===== src/design/ksme_pkg.sv =====
// ksme_pkg: shared types and constants for the knob scan event block
// used by ksme_front, ksme_fifo, ksme_back and knob_scan_to_midi_events
package ksme_pkg;

   localparam int CH_W       = 3;
   localparam int SAMPLE_W   = 10;
   localparam int LEVEL_W    = 7;
   localparam int BANK_W     = 3;
   localparam int BEND_W     = 14;
   localparam int MAP_W      = 24;
   localparam int CTL_W      = 6;
   localparam int KIND_W     = 2;
   localparam int CSR_IDX_W  = 3;
   localparam int CSR_DATA_W = 24;
   localparam int FIFO_DEPTH = 4;

   // register indexes on the csr port
   localparam logic [CSR_IDX_W-1:0] REG_BUTTON_CHANNEL = 3'd0;
   localparam logic [CSR_IDX_W-1:0] REG_PITCH_CHANNEL  = 3'd1;
   localparam logic [CSR_IDX_W-1:0] REG_DEAD_LOW       = 3'd2;
   localparam logic [CSR_IDX_W-1:0] REG_DEAD_HIGH      = 3'd3;
   localparam logic [CSR_IDX_W-1:0] REG_CONTROLLER_MAP = 3'd4;

   // register reset values
   localparam logic [CH_W-1:0]   RST_BUTTON_CHANNEL = 3'd3;
   localparam logic [CH_W-1:0]   RST_PITCH_CHANNEL  = 3'd1;
   localparam logic [BEND_W-1:0] RST_DEAD_LOW       = 14'd8000;
   localparam logic [BEND_W-1:0] RST_DEAD_HIGH      = 14'd8160;
   localparam logic [MAP_W-1:0]  RST_CONTROLLER_MAP = 24'd3488800;

   // message kinds on rsp_tuser
   localparam logic [KIND_W-1:0] MSG_NONE    = 2'd0;
   localparam logic [KIND_W-1:0] MSG_CONTROL = 2'd1;
   localparam logic [KIND_W-1:0] MSG_PITCH   = 2'd2;

   // level cap for control values
   localparam logic [7:0]         LEVEL_LIMIT = 8'd126;
   localparam logic [LEVEL_W-1:0] LEVEL_MAX   = 7'd127;
   localparam logic [7:0]         BUTTON_BIAS = 8'd30;

   typedef enum logic [1:0] {
      HANDLE_BUTTON,
      HANDLE_PITCH,
      HANDLE_CONTROL
   } handle_type;

   typedef struct packed {
      logic [CH_W-1:0]   button_channel;
      logic [CH_W-1:0]   pitch_channel;
      logic [BEND_W-1:0] dead_low;
      logic [BEND_W-1:0] dead_high;
      logic [MAP_W-1:0]  controller_map;
   } cfg_type;

   // one classified sample handed from the front to the back
   typedef struct packed {
      handle_type          handling;
      logic                changed;
      logic [SAMPLE_W-1:0] sample;
      logic [LEVEL_W-1:0]  level;
      logic [BANK_W-1:0]   bank;
      logic [CH_W-1:0]     channel;
      logic [CH_W-1:0]     next_channel;
   } item_type;

endpackage


===== src/design/knob_scan_to_midi_events.sv =====
// knob_scan_to_midi_events: top level, csr registers and front/queue/back wiring
// depends on ksme_pkg, ksme_front, ksme_fifo and ksme_back
//
//   channel | direction | handshake          | payload
//   --------+-----------+--------------------+---------------------------------------
//   req     | in        | req_tvalid/tready  | tdata[9:0] sample
//   rsp     | out       | rsp_tvalid/tready  | tuser msg_kind, tdata ctl/values/chans
//   csr     | in        | csr_we             | csr_index register, csr_wdata value
//
// one sample in and one result out per cycle sustained while rsp_tready stays high;
// a sample taken into the empty queue is stored there, then registered by the back
// (front is combinational into the queue, the back registers the result)
// synchronous active-high reset clears the scan counter, bank, channel history,
// queue and result valid, and loads the register defaults; no clearing pass
// req_tready drops only when the four-entry queue is full, so rsp stalls fill
// the queue before the request side sees backpressure
module knob_scan_to_midi_events #(
   parameter int NUM_CHANNELS = 8
) (
   input  logic                            clock,
   input  logic                            reset,
   // request: sample
   input  logic                            req_tvalid,
   output logic                            req_tready,
   input  logic [15:0]                     req_tdata,   // [9:0] sample
   // response
   output logic                            rsp_tvalid,
   input  logic                            rsp_tready,
   output logic [31:0]                     rsp_tdata,   // [5:0] controller_number,
                                                        // [12:6] value_low,
                                                        // [19:13] value_high,
                                                        // [22:20] scanned_channel,
                                                        // [25:23] next_channel
   output logic [ksme_pkg::KIND_W-1:0]     rsp_tuser,   // [1:0] msg_kind
   // register writes
   input  logic                            csr_we,
   input  logic [ksme_pkg::CSR_IDX_W-1:0]  csr_index,
   input  logic [ksme_pkg::CSR_DATA_W-1:0] csr_wdata
);

   ksme_pkg::cfg_type  cfg_ff;
   ksme_pkg::item_type front_item;
   ksme_pkg::item_type head_item;
   logic               fifo_not_full;
   logic               fifo_not_empty;
   logic               fifo_pop;
   logic               req_accept;

   logic [ksme_pkg::CTL_W-1:0]   controller_number;
   logic [ksme_pkg::LEVEL_W-1:0] value_low;
   logic [ksme_pkg::LEVEL_W-1:0] value_high;
   logic [ksme_pkg::CH_W-1:0]    scanned_channel;
   logic [ksme_pkg::CH_W-1:0]    next_channel;

   // register file; writes to unlisted indexes are dropped
   always_ff @(posedge clock) begin
      if (reset) begin
         cfg_ff.button_channel <= ksme_pkg::RST_BUTTON_CHANNEL;
         cfg_ff.pitch_channel  <= ksme_pkg::RST_PITCH_CHANNEL;
         cfg_ff.dead_low       <= ksme_pkg::RST_DEAD_LOW;
         cfg_ff.dead_high      <= ksme_pkg::RST_DEAD_HIGH;
         cfg_ff.controller_map <= ksme_pkg::RST_CONTROLLER_MAP;
      end else if (csr_we) begin
         case (csr_index)
            ksme_pkg::REG_BUTTON_CHANNEL: cfg_ff.button_channel <= csr_wdata[2:0];
            ksme_pkg::REG_PITCH_CHANNEL:  cfg_ff.pitch_channel  <= csr_wdata[2:0];
            ksme_pkg::REG_DEAD_LOW:       cfg_ff.dead_low       <= csr_wdata[13:0];
            ksme_pkg::REG_DEAD_HIGH:      cfg_ff.dead_high      <= csr_wdata[13:0];
            ksme_pkg::REG_CONTROLLER_MAP: cfg_ff.controller_map <= csr_wdata;
            default: begin
            end
         endcase
      end
   end

   // a request is taken whenever the queue has room
   assign req_tready = fifo_not_full;
   assign req_accept = req_tvalid && fifo_not_full;

   // front: scan position, history compare, bank tracking
   ksme_front #(
      .NUM_CHANNELS (NUM_CHANNELS)
   ) u_front (
      .clock  (clock),
      .reset  (reset),
      .accept (req_accept),
      .sample (req_tdata[9:0]),
      .cfg    (cfg_ff),
      .item   (front_item)
   );

   // decoupling queue
   ksme_fifo u_fifo (
      .clock     (clock),
      .reset     (reset),
      .push      (req_accept),
      .push_item (front_item),
      .not_full  (fifo_not_full),
      .pop       (fifo_pop),
      .not_empty (fifo_not_empty),
      .head_item (head_item)
   );

   // back: message formation and output register
   ksme_back u_back (
      .clock             (clock),
      .reset             (reset),
      .head_valid        (fifo_not_empty),
      .head_item         (head_item),
      .pop               (fifo_pop),
      .cfg               (cfg_ff),
      .out_valid         (rsp_tvalid),
      .out_ready         (rsp_tready),
      .msg_kind          (rsp_tuser),
      .controller_number (controller_number),
      .value_low         (value_low),
      .value_high        (value_high),
      .scanned_channel   (scanned_channel),
      .next_channel      (next_channel)
   );

   // pack result fields, controller_number in the lowest bits
   assign rsp_tdata = {6'b000000, next_channel, scanned_channel, value_high,
                       value_low, controller_number};

endmodule


===== src/design/ksme_front.sv =====
// ksme_front: scan counter, per-channel history and bank; classifies each sample
// depends on ksme_pkg
module ksme_front #(
   parameter int NUM_CHANNELS = 8
) (
   input  logic                          clock,
   input  logic                          reset,
   input  logic                          accept,
   input  logic [ksme_pkg::SAMPLE_W-1:0] sample,
   input  ksme_pkg::cfg_type             cfg,
   output ksme_pkg::item_type            item
);

   localparam int IDX_W = (NUM_CHANNELS > 1) ? $clog2(NUM_CHANNELS) : 1;

   logic [ksme_pkg::SAMPLE_W-1:0] last_ff [NUM_CHANNELS];
   logic [ksme_pkg::SAMPLE_W-1:0] last_in;
   logic [IDX_W-1:0]              scan_ff;
   logic [IDX_W-1:0]              scan_in;
   logic [ksme_pkg::BANK_W-1:0]   bank_ff;
   logic [ksme_pkg::BANK_W-1:0]   bank_in;

   logic [ksme_pkg::CH_W-1:0]     channel;
   logic [ksme_pkg::SAMPLE_W-1:0] old_value;
   logic [7:0]                    button_sum;
   logic [ksme_pkg::BANK_W-1:0]   button_value;
   logic [10:0]                   level_sum;
   logic [7:0]                    level_raw;
   logic [ksme_pkg::LEVEL_W-1:0]  level;

   assign channel   = ksme_pkg::CH_W'(scan_ff);
   assign old_value = last_ff[scan_ff];
   assign scan_in   = (scan_ff == IDX_W'(NUM_CHANNELS - 1)) ? '0 : scan_ff + 1'b1;

   // bank buttons: ((s >> 3) + 30) >> 5
   assign button_sum   = {1'b0, sample[9:3]} + ksme_pkg::BUTTON_BIAS;
   assign button_value = button_sum[7:5];

   // control level: (s + 3) >> 3 capped at 127
   assign level_sum = {1'b0, sample} + 11'd3;
   assign level_raw = level_sum[10:3];
   assign level     = (level_raw > ksme_pkg::LEVEL_LIMIT) ? ksme_pkg::LEVEL_MAX
                                                          : level_raw[6:0];

   always_comb begin
      item.sample       = sample;
      item.level        = level;
      item.bank         = bank_ff;
      item.channel      = channel;
      item.next_channel = ksme_pkg::CH_W'(scan_in);
      bank_in           = bank_ff;
      if (channel == cfg.button_channel) begin
         item.handling = ksme_pkg::HANDLE_BUTTON;
         item.changed  = 1'b0;
         last_in       = ksme_pkg::SAMPLE_W'(button_value);
         bank_in       = (last_in == old_value) ? button_value : '0;
      end else if (channel == cfg.pitch_channel) begin
         item.handling = ksme_pkg::HANDLE_PITCH;
         item.changed  = (sample != old_value);
         last_in       = sample;
      end else begin
         item.handling = ksme_pkg::HANDLE_CONTROL;
         last_in       = ksme_pkg::SAMPLE_W'(level);
         item.changed  = (last_in != old_value);
      end
   end

   always_ff @(posedge clock) begin
      if (reset) begin
         scan_ff <= '0;
         bank_ff <= '0;
         for (int i = 0; i < NUM_CHANNELS; i++) begin
            last_ff[i] <= '0;
         end
      end else if (accept) begin
         scan_ff          <= scan_in;
         bank_ff          <= bank_in;
         last_ff[scan_ff] <= last_in;
      end
   end

endmodule


===== src/design/ksme_fifo.sv =====
// ksme_fifo: short queue of classified samples between front and back
// depends on ksme_pkg
module ksme_fifo (
   input  logic               clock,
   input  logic               reset,
   input  logic               push,
   input  ksme_pkg::item_type push_item,
   output logic               not_full,
   input  logic               pop,
   output logic               not_empty,
   output ksme_pkg::item_type head_item
);

   localparam int PTR_W = $clog2(ksme_pkg::FIFO_DEPTH);
   localparam int CNT_W = PTR_W + 1;

   ksme_pkg::item_type  store_ff [ksme_pkg::FIFO_DEPTH];
   logic [PTR_W-1:0]    wr_ptr_ff;
   logic [PTR_W-1:0]    rd_ptr_ff;
   logic [CNT_W-1:0]    count_ff;
   logic [CNT_W-1:0]    count_in;

   assign not_full  = (count_ff != CNT_W'(ksme_pkg::FIFO_DEPTH));
   assign not_empty = (count_ff != '0);
   assign head_item = store_ff[rd_ptr_ff];

   always_comb begin
      count_in = count_ff;
      if (push && !pop) begin
         count_in = count_ff + 1'b1;
      end else if (pop && !push) begin
         count_in = count_ff - 1'b1;
      end
   end

   always_ff @(posedge clock) begin
      if (push) begin
         store_ff[wr_ptr_ff] <= push_item;
      end
   end

   always_ff @(posedge clock) begin
      if (reset) begin
         wr_ptr_ff <= '0;
         rd_ptr_ff <= '0;
         count_ff  <= '0;
      end else begin
         count_ff <= count_in;
         if (push) begin
            wr_ptr_ff <= wr_ptr_ff + 1'b1;
         end
         if (pop) begin
            rd_ptr_ff <= rd_ptr_ff + 1'b1;
         end
      end
   end

   // occupancy stays within the queue
   a_count_bound: assert property (@(posedge clock) disable iff (reset)
      count_ff <= CNT_W'(ksme_pkg::FIFO_DEPTH))
      else $error("queue count beyond depth");

   // no write into a full queue, no read from an empty one
   a_no_overflow: assert property (@(posedge clock) disable iff (reset)
      (push |-> not_full) and (pop |-> not_empty))
      else $error("queue overflow or underflow");

   // pointer difference matches the count, modulo the depth
   a_ptr_track: assert property (@(posedge clock) disable iff (reset)
      PTR_W'(wr_ptr_ff - rd_ptr_ff) == count_ff[PTR_W-1:0])
      else $error("queue pointers disagree with count");

endmodule


===== src/design/ksme_back.sv =====
// ksme_back: turns classified samples into messages, holds the result register
// depends on ksme_pkg
module ksme_back (
   input  logic                               clock,
   input  logic                               reset,
   input  logic                               head_valid,
   input  ksme_pkg::item_type                 head_item,
   output logic                               pop,
   input  ksme_pkg::cfg_type                  cfg,
   output logic                               out_valid,
   input  logic                               out_ready,
   output logic [ksme_pkg::KIND_W-1:0]        msg_kind,
   output logic [ksme_pkg::CTL_W-1:0]         controller_number,
   output logic [ksme_pkg::LEVEL_W-1:0]       value_low,
   output logic [ksme_pkg::LEVEL_W-1:0]       value_high,
   output logic [ksme_pkg::CH_W-1:0]          scanned_channel,
   output logic [ksme_pkg::CH_W-1:0]          next_channel
);

   logic                          valid_ff;
   logic [ksme_pkg::KIND_W-1:0]   kind_ff, kind_in;
   logic [ksme_pkg::CTL_W-1:0]    ctl_ff, ctl_in;
   logic [ksme_pkg::LEVEL_W-1:0]  lo_ff, lo_in;
   logic [ksme_pkg::LEVEL_W-1:0]  hi_ff, hi_in;
   logic [ksme_pkg::CH_W-1:0]     ch_ff;
   logic [ksme_pkg::CH_W-1:0]     nxt_ff;

   logic [ksme_pkg::BEND_W-1:0]   bend;
   logic                          bend_sent;
   logic [2:0]                    map_entry;
   logic [6:0]                    bank_ten;
   logic [6:0]                    ctl_sum;

   assign pop = head_valid && (!valid_ff || out_ready);

   assign bend      = {head_item.sample, 4'b0000};
   assign bend_sent = (bend > cfg.dead_high) || (bend < cfg.dead_low);
   assign map_entry = 3'(cfg.controller_map >> (5'(head_item.channel) * 5'd3));
   assign bank_ten  = {1'b0, head_item.bank, 3'b000} + {3'b000, head_item.bank, 1'b0};
   assign ctl_sum   = {4'b0000, map_entry} + bank_ten;

   always_comb begin
      kind_in = ksme_pkg::MSG_NONE;
      ctl_in  = '0;
      lo_in   = '0;
      hi_in   = '0;
      case (head_item.handling)
         ksme_pkg::HANDLE_PITCH: begin
            if (head_item.changed && bend_sent) begin
               kind_in = ksme_pkg::MSG_PITCH;
               lo_in   = bend[6:0];
               hi_in   = bend[13:7];
            end
         end
         ksme_pkg::HANDLE_CONTROL: begin
            if (head_item.changed) begin
               kind_in = ksme_pkg::MSG_CONTROL;
               ctl_in  = ctl_sum[5:0];
               lo_in   = head_item.level;
            end
         end
         default: begin
            kind_in = ksme_pkg::MSG_NONE;
         end
      endcase
   end

   always_ff @(posedge clock) begin
      if (reset) begin
         valid_ff <= 1'b0;
      end else if (pop) begin
         valid_ff <= 1'b1;
      end else if (out_ready) begin
         valid_ff <= 1'b0;
      end
   end

   always_ff @(posedge clock) begin
      if (pop) begin
         kind_ff <= kind_in;
         ctl_ff  <= ctl_in;
         lo_ff   <= lo_in;
         hi_ff   <= hi_in;
         ch_ff   <= head_item.channel;
         nxt_ff  <= head_item.next_channel;
      end
   end

   assign out_valid         = valid_ff;
   assign msg_kind          = kind_ff;
   assign controller_number = ctl_ff;
   assign value_low         = lo_ff;
   assign value_high        = hi_ff;
   assign scanned_channel   = ch_ff;
   assign next_channel      = nxt_ff;

endmodule


===== config.mk =====
export PLATFORM = sky130hd
export DESIGN_NAME = knob_scan_to_midi_events
export DESIGN_NICKNAME = d
export VERILOG_FILES = /design/src/design/ksme_pkg.sv /design/src/design/knob_scan_to_midi_events.sv /design/src/design/ksme_front.sv /design/src/design/ksme_fifo.sv /design/src/design/ksme_back.sv
export SDC_FILE = /design/constraint.sdc
export NUM_CORES = 1
export LEC_CHECK = 0
export BUFFER_PORTS_ARGS = -buffer_cell sky130_fd_sc_hd__buf_2
export CELL_PAD_IN_SITES_DETAIL_PLACEMENT = 1
export CELL_PAD_IN_SITES_GLOBAL_PLACEMENT = 1
export CORE_ASPECT_RATIO = 0.6
export CORE_MARGIN = 4
export CORE_UTILIZATION = 45
export DETAILED_ROUTE_END_ITERATION = 16
export PLACE_DENSITY = 0.72
export SYNTH_ARGS = -nofsm -noshare
export SYNTH_HDL_FRONTEND = slang
export SYNTH_SLANG_ARGS = --single-unit

===== constraint.sdc =====
create_clock -name clock -period 3.3 [get_ports clock]
set_input_delay 0.165 -clock clock [delete_from_list [all_inputs] [get_ports clock]]
set_output_delay 0.165 -clock clock [all_outputs]
set_load 0.01 [all_outputs]

==> impl_results.md <==
* Status: finished clean
* Num CTS Buffers at 28
* Cells after Synth at 974
* Port buffer count at 71
* Total GRT Usage at 21.1%
* Clock Skew at 0.00994 ns
* CTS Root Cell: clkbuf_16
* Largest net degree at the start of global routing at 53
* CP delay by family, top: compound AO/OA/AOI/OAI gates
* Flop2flop setup slack at 0.23 ns
* Core footprint at 28,100 um2
* Peak supply drop at 0.742 mV
* Chip Width at 228 um
* Synth Register Bits at 301
* Setup_tns at 0 ns
* Final antenna-violating net count at 0
* First-pass detailed-route iteration total at 5
* Total number of vias at 8,243
* Sink Count at 301
* Synth warn at 0
* Placement Cell Area at 13,900 um2
* Initial antenna violation count at 0
* N_diodes at 0
* Synth Area in Simple Gates at 11.9%
* EDFF count, synth at 224
* Final-report setup violation count at 0
* PwrDens at 721 nW/um2
* Capture point of the critical path: u_back.value_low[4]
* Worst Reg2Reg Path Length in Cells at 8
* DR DRC count at 0
* Setup Buffers After CTS at 0
* Final Instance Area at 15,200 um2
* Synth top area cells: edfxtp_1 (52%), dfxtp_1 (12%), mux4_2 (9.1%)
* Worst-case clock buffer depth at 3
* Cell Area, Synth at 13,000 um2
* CP max-delay cell: mux4_2
* Worst Path Buf+Inv at 1
* CTS H-tree lvls at 1
* Adder-Cell Fraction of Synth Area at 3.38%
* Clock latency on the worst-skew pair at 0.55 ns
* Most common cell in the netlist: edfxtp_1
* Worst setup SP type: flip-flop
* Max Cap Violations at 0
* CTS tree: done
* Max-slew headroom at 32.9%
* DRT iter0 DRCs at 650
* Critical Path, Cell by Cell: buf_12, mux4_2, ha_1, a2111oi_1, o211ai_1, a311oi_1, a21o_1, a32o_1
* Share of post-route cells with drive strength above 1 at 19.9%
* Fmax at 326 MHz
* Top Ports at 84
* CP Class: reg2reg
* Complex-gate fraction of the synthesized area at 4.79%
* CP max FO at 16
* Post-synthesis mux area share at 11.6%
* Reg clk slew, reported paths at 0.06 ns
* Synth cell count leaders: edfxtp_1 (224), nand2_1 (128), nor2_1 (120), dfxtp_1 (77), mux4_2 (53)
* Die Y at 140 um
* FF-to-FF End: u_back.value_low[4]
* Fraction of the yosys area taken by sequential cells at 63.4%
* Largest family of logic cells by synthesized area: simple AND/OR/NAND/NOR gates
* Final Slew Violations at 0
* Synthesis-to-finish area growth at 16.4%
* Final Hold Vio Count at 0
* DRT Wirelength at 33,600 um
* CP Data Arrival Time at 3.48 ns
* DR WL/cell at 22.8 um
* Initial Util at 46.5%
* Worst min path class: in2reg
* CP endpoint kind: flip-flop
* NumNets Final at 1,171
* Dpl hpwl at 22,800 um
* Syn Area/Cell at 13.4 um2
* Post-synth top flop: edfxtp_1
* Gr ovfl total at 0
* WP depth at 8
* Top cell type's share of synthesized area at 51.6%
* Fin crit period at 3.07 ns
* Cell Rows at 47
* Fin crit share at 93.0%
* FFs w/ async S/R, synth at 0%
* Lkg Pwr at 0.00566 uW
* Worst slew pin tran at 1.00 ns
* Distinct cells, synth at 61
* Cell taking the most area after synthesis: edfxtp_1
* Vias in the first global route at 8,603
* First-pass GRT wire length at 52,300 um
* Final GP Congestion at 0.773
* Avg Vias per Cell at 5.58
* Crit-path max cell delay at 0.57 ns
* Die area at 31,900 um2
* Required @ worst endpoint at 3.71 ns
* RSZ-0062 raised after global routing: false
* Fillers at 2,785
* XOR/XNOR Fraction of Synth Area at 1.75%
## power breakdown
part	internal (uW)	switching, uW	leakage [uW]
registers	4630	158	0.00279
logic	1130	1590	0.00239
clock network	2030	1420	0.000479
## area by class of cell
cell class	instances	area, um2	area share, %
clock buffer	37	807	5.31
clock inverter	14	173	1.14
inverter	36	135	0.889
multi-input combinational	584	4390	28.9
sequential	301	8270	54.4
tap	367	459	3.02
timing repair buffer	138	961	6.33
## worst reg2reg max path, delay by kind of cell (launching register included)
family,cells,cell delay [ns]
AO/OA/AOI/OAI,5,1.48
adder cells (fa/ha/maj),1,0.32
buffers and inverters,1,0.18
multiplexers,1,0.59
flip-flops,1,0.36
## registers in the layout, summed over array words and instances (netlist names), 3 cells and up, named ones only
signal,flops
u_fifo.store_ff,116
u_front.last_ff,80
cfg_ff,58
u_back.value_high,7
u_back.value_low,7
u_back.controller_number,6
u_back.next_channel,3
u_back.scanned_channel,3
u_fifo.count_ff,3
u_front.bank_ff,3
u_front.channel,3
## cell usage in the layout (no fill, tap or decap), types with 4 or more instances in the layout
cell / n
edfxtp_1: 224
nand2_1: 128
nor2_1: 120
dfxtp_1: 76
buf_2: 71
mux4_2: 53
a21oi_1: 49
inv_1: 36
buf_4: 34
ha_1: 32
dlygate4sd3_1: 31
clkbuf_16: 30
nand3b_1: 17
xor2_1: 15
nor2b_1: 13
and2_1: 13
mux2i_1: 13
and3_1: 11
xnor2_1: 11
nand2b_1: 9
a211o_1: 9
nand3_1: 8
mux2_2: 7
o21ai_0: 7
a21o_1: 6
conb_1: 6
clkinv_2: 6
nor3_1: 5
nand4_1: 4
nor4_1: 4
bufinv_16: 4
clkbuf_1: 4
## per-layer routing
metal,vias up,wire length (um),GRT usage (%)
li1,3750,-,-
met1,4220,16400,33.2
met2,238,14500,31.2
met3,35,2320,4.42
met4,0,446,2.93
met5,-,0,0
## kinds of logic (layout without fill, tap and decap cells)
| logic type | count (synthesis) | count (layout) |
|---|---|---|
| simple gates | 342 | 342 |
| flops | 301 | 301 |
| compound gates | 98 | 98 |
| buf+inv | 94 | 225 |
| mux | 78 | 78 |
| fa+ha+maj | 34 | 34 |
| xor+xnor | 26 | 26 |
| other cells | 1 | 6 |
## timing repair
action | CTS | global route
hold endpoints to repair | 83 | 0
hold buffers | 31 | 0
resized for setup | 0 | 1
endpoints found under the setup margin | 0 | 11
## worst min-delay path by stage
stage / from / to / slack [ns] / depth (start not counted)
floorplan: req_tdata[0] / u_fifo.store_ff[0][16] / 0.26 / 0
global placement: csr_wdata[21] / cfg_ff[21] / 0.38 / 3
detailed placement: csr_wdata[18] / cfg_ff[18] / 0.39 / 3
CTS: req_tdata[4] / u_fifo.store_ff[3][20] / 0.006 / 1
global route: req_tdata[4] / u_fifo.store_ff[3][20] / 0.03 / 1
finish: req_tdata[4] / u_fifo.store_ff[1][20] / 0.04 / 1
## per-stage QoR
step | worst slack [ns] | power (uW) | util (%) | instances | hold slack [ns]
after floorplan | 0.103 | 6570 | - | 979 | 0.264
after CTS | 0.136 | 11000 | 54.2 | 1477 | 0.00620
after global routing | 0.0185 | 11500 | 54.2 | 1477 | 0.0270
final | 0.230 | 11000 | 54.2 | 1477 | 0.0390
after global placement | 0.129 | 7470 | 49.6 | 1395 | 0.380
after detailed placement | 0.148 | 7550 | 49.6 | 1395 | 0.391
No activity file was read; power rests on OpenSTA's default activity.
